### config.mk
export PLATFORM = sky130hd
export DESIGN_NAME = gpcs_cell
export DESIGN_NICKNAME = d
export VERILOG_FILES = /design/src/rtl/core/gpcs_pkg.sv /design/src/rtl/core/gpcs_cell.sv
export SDC_FILE = /design/constraint.sdc
export NUM_CORES = 1
export LEC_CHECK = 0
export BUFFER_PORTS_ARGS = -buffer_cell sky130_fd_sc_hd__buf_2
export CAP_MARGIN = 20
export CORE_AREA = 10 10 229 231
export DETAILED_ROUTE_END_ITERATION = 10
export DIE_AREA = 0 0 239 241
export PLACE_DENSITY = 0.76
export SLEW_MARGIN = 25
export SYNTH_ARGS = -nofsm -noshare
export SYNTH_HDL_FRONTEND = slang
export SYNTH_SLANG_ARGS = --single-unit
export TNS_END_PERCENT = 30
### constraint.sdc
create_clock -name clk -period 6.05 [get_ports clk]
set_clock_uncertainty 0.05 [all_clocks]
set_input_delay 0.3025 -clock clk [delete_from_list [all_inputs] [get_ports clk]]
set_output_delay 0.3025 -clock clk [all_outputs]
set_load 0.01 [all_outputs]
### src/rtl/core/gpcs_pkg.sv
// shared constants and types for the partition cut statistics unit
`timescale 1ns / 1ps
`default_nettype none
package gpcs_pkg;
  localparam int MaxPartsDefault = 64;
  localparam logic [1:0] OP_VERTEX = 2'd0;
  localparam logic [1:0] OP_EDGE   = 2'd1;
  localparam logic [1:0] OP_REPORT = 2'd2;
  localparam logic [1:0] OP_CLEAR  = 2'd3;
  localparam logic [31:0] Max32 = 32'hFFFF_FFFF;

  // per-part counters travelling along the chain
  typedef struct packed {
    logic [31:0] vertices;
    logic [31:0] internal;
    logic [31:0] outgoing;
    logic [31:0] incoming;
    logic [63:0] wout;
    logic [63:0] win;
  } part_rec_t;

  // update request broadcast to every cell
  typedef struct packed {
    logic        vtx;
    logic        edge_int;
    logic        cut_edge;
    logic        clr;
    logic        rot;
    logic [5:0]  p;
    logic [5:0]  s;
    logic [5:0]  d;
    logic [63:0] w;
  } cell_cmd_t;

  function automatic logic [31:0] inc32(input logic [31:0] a);
    return (a == Max32) ? a : a + 32'd1;
  endfunction

  function automatic logic [31:0] add32(input logic [31:0] a, input logic [31:0] b);
    logic [32:0] s;
    s = {1'b0, a} + {1'b0, b};
    return s[32] ? Max32 : s[31:0];
  endfunction

  function automatic logic [63:0] sadd64(input logic [63:0] a, input logic [63:0] b);
    logic [63:0] r;
    r = a + b;
    if (((a ^ r) & (b ^ r)) >> 63 != 64'd0)
      return a[63] ? 64'h8000_0000_0000_0000 : 64'h7FFF_FFFF_FFFF_FFFF;
    return r;
  endfunction
endpackage
`default_nettype wire

### src/rtl/core/gpcs_cell.sv
// one part's counters; shifts to its neighbour when the chain rotates
`timescale 1ns / 1ps
`default_nettype none
module gpcs_cell #(
  parameter int IdxW = 6,
  parameter int Idx  = 0
) (
  input  wire                    clk,
  input  wire gpcs_pkg::cell_cmd_t cmd,
  input  wire [IdxW-1:0]         rot_ofs,
  input  wire gpcs_pkg::part_rec_t prev,
  output gpcs_pkg::part_rec_t    rec
);
  import gpcs_pkg::*;
  logic [IdxW-1:0] slot;
  logic hit_p, hit_s, hit_d;
  // the cell holds part (Idx + rot_ofs) while the chain is rotated
  assign slot  = IdxW'(Idx) + rot_ofs;
  assign hit_p = (IdxW'(cmd.p) == slot) && (cmd.p < 6'(1 << IdxW) || IdxW >= 6);
  assign hit_s = (IdxW'(cmd.s) == slot) && (cmd.s < 6'(1 << IdxW) || IdxW >= 6);
  assign hit_d = (IdxW'(cmd.d) == slot) && (cmd.d < 6'(1 << IdxW) || IdxW >= 6);

  always_ff @(posedge clk) begin
    if (cmd.clr) begin
      rec <= '0;
    end else if (cmd.rot) begin
      rec <= prev;
    end else begin
      if (cmd.vtx && hit_p) rec.vertices <= inc32(rec.vertices);
      if (cmd.edge_int && hit_s) rec.internal <= inc32(rec.internal);
      if (cmd.cut_edge && hit_s) begin
        rec.outgoing <= inc32(rec.outgoing);
        rec.wout     <= sadd64(rec.wout, cmd.w);
      end
      if (cmd.cut_edge && hit_d) begin
        rec.incoming <= inc32(rec.incoming);
        rec.win      <= sadd64(rec.win, cmd.w);
      end
    end
  end
endmodule
`default_nettype wire

After elaboration in Yosys (flattened, before gate mapping)
Cells that the tools add are included.
Word-level totals
  output and inout port bits: 256
  input bits: 350
  logic and storage cells: 66
  register bits after elaboration: 256
Operators by class
  eq/ne operators: 11
  bitwise operators: 6
  $add $sub $neg: 6
  multiplexer cells: 25
  reductions and logical operators: 12
Operators with widths (number)
  $mux W64: 8
  $mux W256: 1
  $mux W32: 8
  $xor A64 B64 Y64: 4
  $add A32 B1 Y32 const B: 4
  $add A64 B64 Y64: 2
  $and A64 B64 Y64: 2
  $eq A32 B32 Y1 const B: 4
  $eq A6 B6 Y1: 3
  $mux W1: 8
  $ne A2 B2 Y1 const B: 4
  $reduce_and A2 Y1: 4
  $reduce_bool A2 Y1: 4
  $logic_and A1 B1 Y1: 4

Depth between registers and ports, before layout
Gate-level depths: netlist of the first run.
  depth after elaboration: 10
  gate-level depth with buffers: 15
  gate-level depth less buffers: 12

Least setup slack after synthesis of the first run
OpenSTA, ideal clock, no wires.
  path kind: register to register
  from: reg rec[90] in the netlist's numbering
  to: reg rec[107] in the netlist's numbering
  buffers on the path: 3
  data required time: 5859 ps
  period minus slack after synthesis: 3301 ps
  stages on the path, launching flop included: 15
  data arrival time: 3109 ps
  path slack: 2749 ps
  library setup time: 141 ps
  cell sequence: dfxtp_1 > ha_1 > buf_2 > and3_1 > nand2_1 > or4_1 > a31oi_2 > o31ai_2 > or4_4 > a211oi_2 > buf_4 > nor2_4 > buf_4 > a21oi_1 > nor4_2
On the way
  word-level cells in the longest chain between the ends: 10
  elaborated cells on any way between the ends: 11
  classes of those cells: add/sub (1); mux (7); bitwise (3)
RTL lines
  start, declared: line gpcs_cell.sv:12  | output gpcs_pkg::part_rec_t rec
  start signal, assigned: line gpcs_cell.sv:27  | rec <= prev;
  $add A64 B64 Y64 (*): line gpcs_pkg.sv:47  | r = a + b;
  $xor A64 B64 Y64: line gpcs_pkg.sv:48  | if (((a ^ r) & (b ^ r)) >> 63 != 64'd0)
  $and A64 B64 Y64: line gpcs_pkg.sv:48
  $mux W1: line gpcs_pkg.sv:48
  $mux W1: line gpcs_cell.sv:31  | if (cmd.cut_edge && hit_s) begin
  $mux W1: line gpcs_cell.sv:26  | end else if (cmd.rot) begin
  $mux W1: line gpcs_cell.sv:24  | if (cmd.clr) begin
  $mux W64 (*): line gpcs_pkg.sv:50  | return r;
  $mux W64 (*): line gpcs_cell.sv:31
  $mux W256 (*): line gpcs_cell.sv:26
Mark *: on every way between the ends. The rest lies on a longest branch, timed or not. The select of a mux whose other input is x is not followed.
A chain may end at the register's enable or synchronous reset.

Final worst setup path of the first run
  from: reg rec[70] in the netlist's numbering
  to: reg rec[108] in the netlist's numbering
Same word-level chain as after synthesis.

==> results.txt, run 1 <==
- Outcome: completed
- The floorplan step set the die height to 241 µm.
- Once the clock tree was built, the setup fixing pass inserted 0 buffers.
- Finished layout cell area: 27,200 µm²
- By count the netlist is led by a21oi_1, nand2_1, nor2_1.
- Post-synth top area cell: dfxtp_1
* Final setup violation count: 0
- Netlist area before placement: 20,500 µm²
- Power per Cell Area: 203 nW/µm²
* Clock-pin transition on the worst setup and hold timing paths: 0.06 ns
- Fraction of layout instances using a drive strength above 1: 0.205
- Dpl cell area: 23,800 µm²
- Top cell family by delay on the critical path: compound AO/OA/AOI/OAI gates
* Max VDD drop: 0.000259 V
- Across the run, the number of max-cap violations was 0.
- Critical R2R Capture: rec[108]
- For the worst-skew pair, the clock arrives at the later sink with an insertion delay of 0.59 ns.
- The worst hold path belongs to the class in2reg.
- Post-route DRC violation count: 0
- Number of vias per cell: 6.12
- For this run, the post-layout net count is 4,027.
- Number of filler cells placed in the layout: 4,191
* Number of buffers and inverters on the critical path: 2
- Final estimated routing congestion in global placement: 0.988
- Tightest slew margin relative to the limit: 0.251
* Total stage count of the critical path: 13
- Routed wire per std cell: 23.1 µm
- For this design the top-level I/O count stands at 606.
- Antenna Violating Nets Remaining: 0
- Ranked by flip-flop count, first place goes to rec.
* Worst-path cell chain: ha_1, nand3_1, a211oi_1, o21ai_0, a31oi_2, o31ai_2, or4_4, a211oi_2, buf_4, or3_2, buf_4, a21oi_1, nor4_2
- Count of standard-cell rows: 80
- The sequential cells in the finished layout cover a total of 5120 µm².
- STA classifies the critical path endpoint as a flip-flop.
- Leakage power of the design: 12.1 nW
* Tightest Pin Transition: 1.11 ns
* Post-synth ARST share: 0
- Sequential share of the synthesized area: 0.250
- Detailed-placement wirelength estimate: 71,000 µm
* Total count of max-transition violations in the final report: 0
- Largest registers in the final layout: rec (256)
- Along the worst path, the maximum fanout reaches 32.
* Data arrival at the endpoint of the critical path: 5.15 ns
* Total number of vias: 25,600
* Global-route wire length before repair: 146,000 µm
* Core Area: 47,500 µm²
- 1st-pass router iterations: 6
- Leaving out filler cells and counting taps, the final layout contains 4,185.
- The number of cells on the worst reg-to-reg path is 13.
* Number of cells in the design after placement: 3,886
- Counting flops with a built-in enable in the synthesized netlist gives 0.
* Core Util, Final: 0.572
- Of the post-synthesis cell area, the dominant cell type holds 0.250.
* Most common cell in the netlist: a21oi_1
- Top post-synthesis cells by area: dfxtp_1, a21oi_1, ha_1, nand2_1, xnor2_1
- For this run, the top clock speed supported by timing is 213 MHz.
- Final Hold Fails: 0
* Deepest level of the CTS H-tree: 1
- For this run the aggregate overflow at the end of global routing stands at 0.
- STA classifies the critical path startpoint as a flip-flop.
- Clock tree root buffer cell: clkbuf_16
* Worst path slowest cell: or3_2
- Unrepaired setup endpoints after global routing: no
- The floorplan step defined a die boundary enclosing 57,600 µm².
* Gate count of the mapped netlist: 2,815
- Area grow syn2layout: 32.9%
- The routed design could run at a clock period as short as 4.70 ns.
* Count of routing violations after the opening detailed-route iteration: 2,493
* Number of stages on the worst hold path: 3
- Across every metal layer, demand over resource in global routing totals 0.318.
- Yosys printed 0 warnings.
* Die Span X: 239 µm
- Post-Synthesis Net Count: 3,297
* Post-Synthesis Mean Instance Area: 7.27 µm²
- Cts bufs inserted: 31
- Period Utilization, post-route: 0.777
- During placement, the flow inserted port buffers numbering 605.
- Main synth FF type: dfxtp_1
* Quantity of hold-fixing buffers added after cts: 241
- The path with the worst hold slack has its endpoint at rec[90].
- For this block, the routed nets add up to 96,800 µm of wire.
- Startpoint of the worst register-to-register path: rec[70]
- Total number of clock tree sinks: 256
- The most numerous cell type found on the critical path is buf_4.
* Number of antenna violations at the first check in global routing: 7
- Setup total negative slack on the finished layout was measured at 0 ns.
- The netlist uses 78 different library cells.
* CP peak stage delay: 0.72 ns
- R2R setup slack: 1.35 ns
* Max Root-Sink Buffers: 3
- The initial utilization of the core area, before any placement, comes to 0.431.
- The critical path in this run is classified as reg2reg.
- TritonCTS built the clock tree.
- In this run the most critical hold path is launched from prev[90].
* Max reg flops: 256
- After clock tree synthesis, the repair step resized 0 gates.
- Entering global routing, the biggest net connects 110 pins.
* Via count of the first global-routing pass: 25,000
* Total of flip-flops plus latches after synthesis: 256
- Area used by multi-input combinational logic: 14,500 µm²
- Critical Path RT: 6.50 ns
-- worst min-delay path, cell delays in order --
cell,delay (ns)
buf_2,0.10
nor2_1,0.14
nor4_1,0.07
-- area by class of cell --
type / count / share of cell area
Clock buffer: 46 / 0.0321
Tap cell: 615 / 0.0283
Inverter: 48 / 0.00681
Antenna cell: 4 / 0.000368
Sequential cell: 256 / 0.188
Timing Repair Buffer: 867 / 0.207
Multi-Input combinational cell: 2341 / 0.533
Clock inverter: 8 / 0.00363
-- cell families after synthesis --
kind of cell               count (synthesis)  share of synthesized area
and+or+nand+nor                         1053                      0.250
AOI/OAI and AO/OA                        904                      0.267
DFF                                      256                      0.250
xor gates and xnor gates                 235                      0.101
buffers and inverters                    218                     0.0425
adders and majority gates                132                     0.0814
muxes                                     17                    0.00837
-- layer usage --
metal  vias up  share of wire  track usage
met2      1648           0.46        0.531
met5         -        0.00086            0
met1     11900           0.38        0.375
li1      11700              -            -
met3       330           0.11       0.0838
met4        12          0.050        0.146
-- layout by cell type, fill, tap and decap left out, types with 9 or more instances in the layout --
| master | n |
|---|---|
| a21o_1 | 64 |
| mux2i_1 | 16 |
| clkbuf_16 | 31 |
| and3_1 | 43 |
| xnor2_1 | 136 |
| o21ai_0 | 210 |
| or3_1 | 37 |
| nand3_1 | 82 |
| clkbuf_1 | 11 |
| nor2_1 | 278 |
| a31oi_1 | 31 |
| nor3_1 | 94 |
| o21bai_1 | 36 |
| o211ai_1 | 15 |
| nand2_1 | 324 |
| and2_1 | 12 |
| buf_2 | 603 |
| and4_1 | 25 |
| o21a_1 | 9 |
| dlygate4sd3_1 | 241 |
| a211oi_1 | 77 |
| dfxtp_1 | 256 |
| buf_4 | 20 |
| xor2_1 | 99 |
| ha_1 | 130 |
| a21boi_0 | 9 |
| nor4_1 | 20 |
| nor4_2 | 25 |
| nand4_1 | 63 |
| inv_1 | 47 |
| a21oi_1 | 362 |
-- through the flow --
| stage | power (mW) | hold WS, ns | setup slack (ns) |
|---|---|---|---|
| after global routing | 5.75 | 0.0328 | 1.10 |
| after floorplan | 2.93 | 0.361 | 2.75 |
| after detailed placement | 3.50 | 0.454 | 1.38 |
| after global placement | 3.50 | 0.447 | 1.49 |
| after CTS | 5.48 | 0.00407 | 1.49 |
| final | 5.52 | 0.0199 | 1.35 |
-- worst max-delay path by stage --
stage	from	end	slack (ns)
floorplan	rec[90]	rec[107]	2.75
global placement	cmd[6]	rec[109]	1.49
detailed placement	cmd[6]	rec[125]	1.38
CTS	rec[70]	rec[105]	1.49
global route	rec[70]	rec[108]	1.10
finish	rec[70]	rec[108]	1.35
-- power by group --
part | switching [mW] | internal [mW]
clock network | 0.788 | 1.07
registers | 0.128 | 1.80
logic | 1.01 | 0.729
(Power assumes the default switching activity.)
==> run 2: changes to the inputs <==
- CORE_AREA: 10 10 229 231 -> 10 10 231 233
- DIE_AREA: 0 0 239 241 -> 0 0 241 243
- PLACE_DENSITY: 0.76 -> 0.78
- clock period: 6.05 -> 4.28 ns (I/O delays scaled with it)
==> run 2 against run 1 <==
Against the previous run: clock power up 55%; final area rose by 1.5%; via count grew 1.7%; fmax increased by 16%; utilization decreased by 0.47 points; clock-buffer cell count increased by 3; non-clock buffer count is 26 higher; cell count grew 1.0%; critical path depth decreased by 1; routed wire length increased by 1.2%; highest routed layer unchanged.
==> results.txt, run 2 (same netlist as run 1, synthesis figures left out) <==
- Relative to the synthesized area, the layout overhead comes to 34.8%.
- The final-report hold violation count came to 0 (unchanged).
- The worst vdd rail ir drop is 0.000305 V (+18%).
- Max-cap check violation count: 0 (unchanged)
- The overall routing resource usage came to 0.317 (-0.000936).
* Tightest Pin Transition: 0.963 ns (-0.151 ns)
- The final period utilization was 0.948 (+0.171).
* Die Span X: 241 µm (+0.84%)
- Drt total wl: 98,000 µm (+1.2%)
* Nets@finish: 4,056 (+0.72%)
* Die extent in y: 243 µm (+0.83%)
* Crit path max fanout: 59 (+84%)
* Number of antenna violations at the first check in global routing: 16 (+9)
- Startpoint type of the worst setup path: flip-flop
* Fraction of layout instances using a drive strength above 1: 0.210 (+0.00546)
- Count of standard-cell rows: 81 (+1.3%)
- Global-route wire length before repair: 148,000 µm (+1.5%)
* Clock-pin transition on the worst setup and hold timing paths: 0.06 ns (about the same)
* Final standard cell count with taps included and fillers excluded: 4,227 (+1.0%)
- Critical R2R Capture: rec[68]
- Deepest level of the CTS H-tree: 2 (+1)
* Register with the highest flop count: rec
- The maximum number of pins on one net before global-route repair is 95 (-14%).
- The number of cells traversed by the worst hold path is 5 (+2).
* I/O pin count: 606 (unchanged)
- CTS tree: built
- Worst-case reg-to-reg path depth: 12 (-1)
- Overflow left after global routing: 0 (unchanged)
- Fmax: 246 MHz (+16%)
- Cts bufs inserted: 34 (+9.7%)
- Data arrival at the endpoint of the critical path: 4.47 ns (-0.68 ns)
- The critical path ends at rec[68].
- Initial Utilization: 0.421 (-0.00975)
- The maximum root-to-sink buffer count came to 3 (unchanged).
- The full die area is 58,600 µm² (+1.7%).
- Worst hold slack after final layout: 0.0301 ns (+0.0102 ns)
- Final setup violation count: 0 (unchanged)
- The path class of the tightest hold or removal check is in2reg.
- Power after layout: 8.10 mW (+47%)
* Routed wire per std cell: 23.2 µm (+0.23%)
- Post-route DRC violation count: 0 (unchanged)
* Unrepaired setup endpoints after global routing: no
- The headroom to the max-slew limit is 0.358 (+0.107).
- Startpoint of the worst register-to-register path: rec[70]
- Clock tree root buffer cell: clkbuf_16
- The largest registers in the layout are rec (256).
- Final estimated routing congestion in global placement: 0.980 (-0.83%)
- The worst setup path is captured at a flip-flop.
* Tmin final: 4.06 ns (-0.643 ns)
* Number of cells in the design after placement: 3,909 (+0.59%)
- The via count of the first global-routing pass is 25,200 (+0.81%).
- Total number of vias: 26,000 (+1.7%)
- Startpoint of the worst setup timing path: rec[70]
* Antenna Violating Nets Remaining: 0 (unchanged)
- The run finished with clean final reports.
* 1st-pass router iterations: 9 (+3)
- The quantity of I/O buffers inserted on ports came to 605 (unchanged).
* Detailed-placement wirelength estimate: 70,700 µm (-0.46%)
- The register-to-register setup slack came to 0.22 ns (-1.13 ns).
- Critical hold path startpoint: prev[124]
- Power per Cell Area: 294 nW/µm² (+45%)
- Leaving out fill and tap cells, the most frequent cells in the layout are buf_2, a21oi_1, nand2_1.
- Dpl cell area: 24,000 µm² (+0.70%)
- By startpoint and endpoint, the worst setup path is classified as reg2reg.
* Total count of max-transition violations in the final report: 0 (unchanged)
* Setup TNS: 0 ns (unchanged)
- The final standard cell area without fillers is 27,600 µm² (+1.5%).
- The library cell used most frequently in the layout, excluding fill and tap cells, is buf_2.
- The static leakage power was 12.3 nW (+1.8%).
* Total number of clock tree sinks: 256 (unchanged)
- Count of routing violations after the opening detailed-route iteration: 2,698 (+8.2%)
- The flip-flop count of the largest register after layout is 256 (unchanged).
- The floorplan core area is 48,600 µm² (+2.3%).
- Critical Path RT: 4.69 ns (-1.81 ns)
- The number of buffers inserted to repair setup after CTS was 0 (unchanged).
* Clk_lat worst skew: 0.57 ns (-0.02 ns)
- Number of vias per cell: 6.16 (+0.69%)
-- run 2: cell types whose count changed in the layout (fill, tap and decap cells not counted), sizes merged --
cell / change
buf: +16
bufinv: -1
clkbuf: +3
clkinv: +3
clkinvlp: -1
diode: +4
dlygate4sd3: +10
inv: +1
-- run 2: final cells by class --
class | count | area [µm²]
multi-input combinational | 2341 | 14500
clock buffer | 49 | 1010
clock inverter | 10 | 85.1
inverter | 48 | 185
fill | 4224 | 21000
tap | 622 | 778
antenna | 8 | 20.0
timing repair buffer | 893 | 5890
sequential | 256 | 5120
-- run 2: stage by stage --
step                       util  setup slack, ns
after global routing      0.567           0.0877
final                     0.567            0.222
after detailed placement  0.493            0.381
after global placement    0.492            0.509
after floorplan               -            0.979
after CTS                 0.567            0.398
-- run 2: how the worst min path moves through the flow --
stage / to
final: rec[124]
after global routing: rec[58]
after CTS: rec[124]
after detailed placement: rec[224]
after global placement: rec[241]
after floorplan: rec[100]
-- run 2: timing repair --
item / in CTS / in global routing
resized for setup: 0 / 0
endpoints found under the hold margin: 251 / 0
hold buffers: 251 / 0
-- run 2: metal layers --
layer  vias up  global-route usage  wire (µm)
met3       404              0.0914      11300
li1      11800                   -          -
met1     12000               0.368      35800
met2      1841               0.524      45600
met5         -                   0        144
met4        20               0.152       5200
-- run 2: worst max-delay path: stages (launching register included) --
cell      delay [ns]
dfxtp_1         0.32
ha_1            0.39
nand3_1         0.14
a211oi_1        0.43
o21ai_0         0.43
a31oi_2         0.41
o31ai_2         0.12
or4_4           0.45
a211oi_2        0.35
or3_2           0.20
buf_12          0.27
o21ai_1         0.14
a211oi_2        0.21
-- run 2: power breakdown --
| group | total, mW | switching, mW | internal, mW |
|---|---|---|---|
| registers | 2.72 | 0.182 | 2.54 |
| clock network | 2.89 | 1.19 | 1.70 |
| logic | 2.50 | 1.45 | 1.05 |
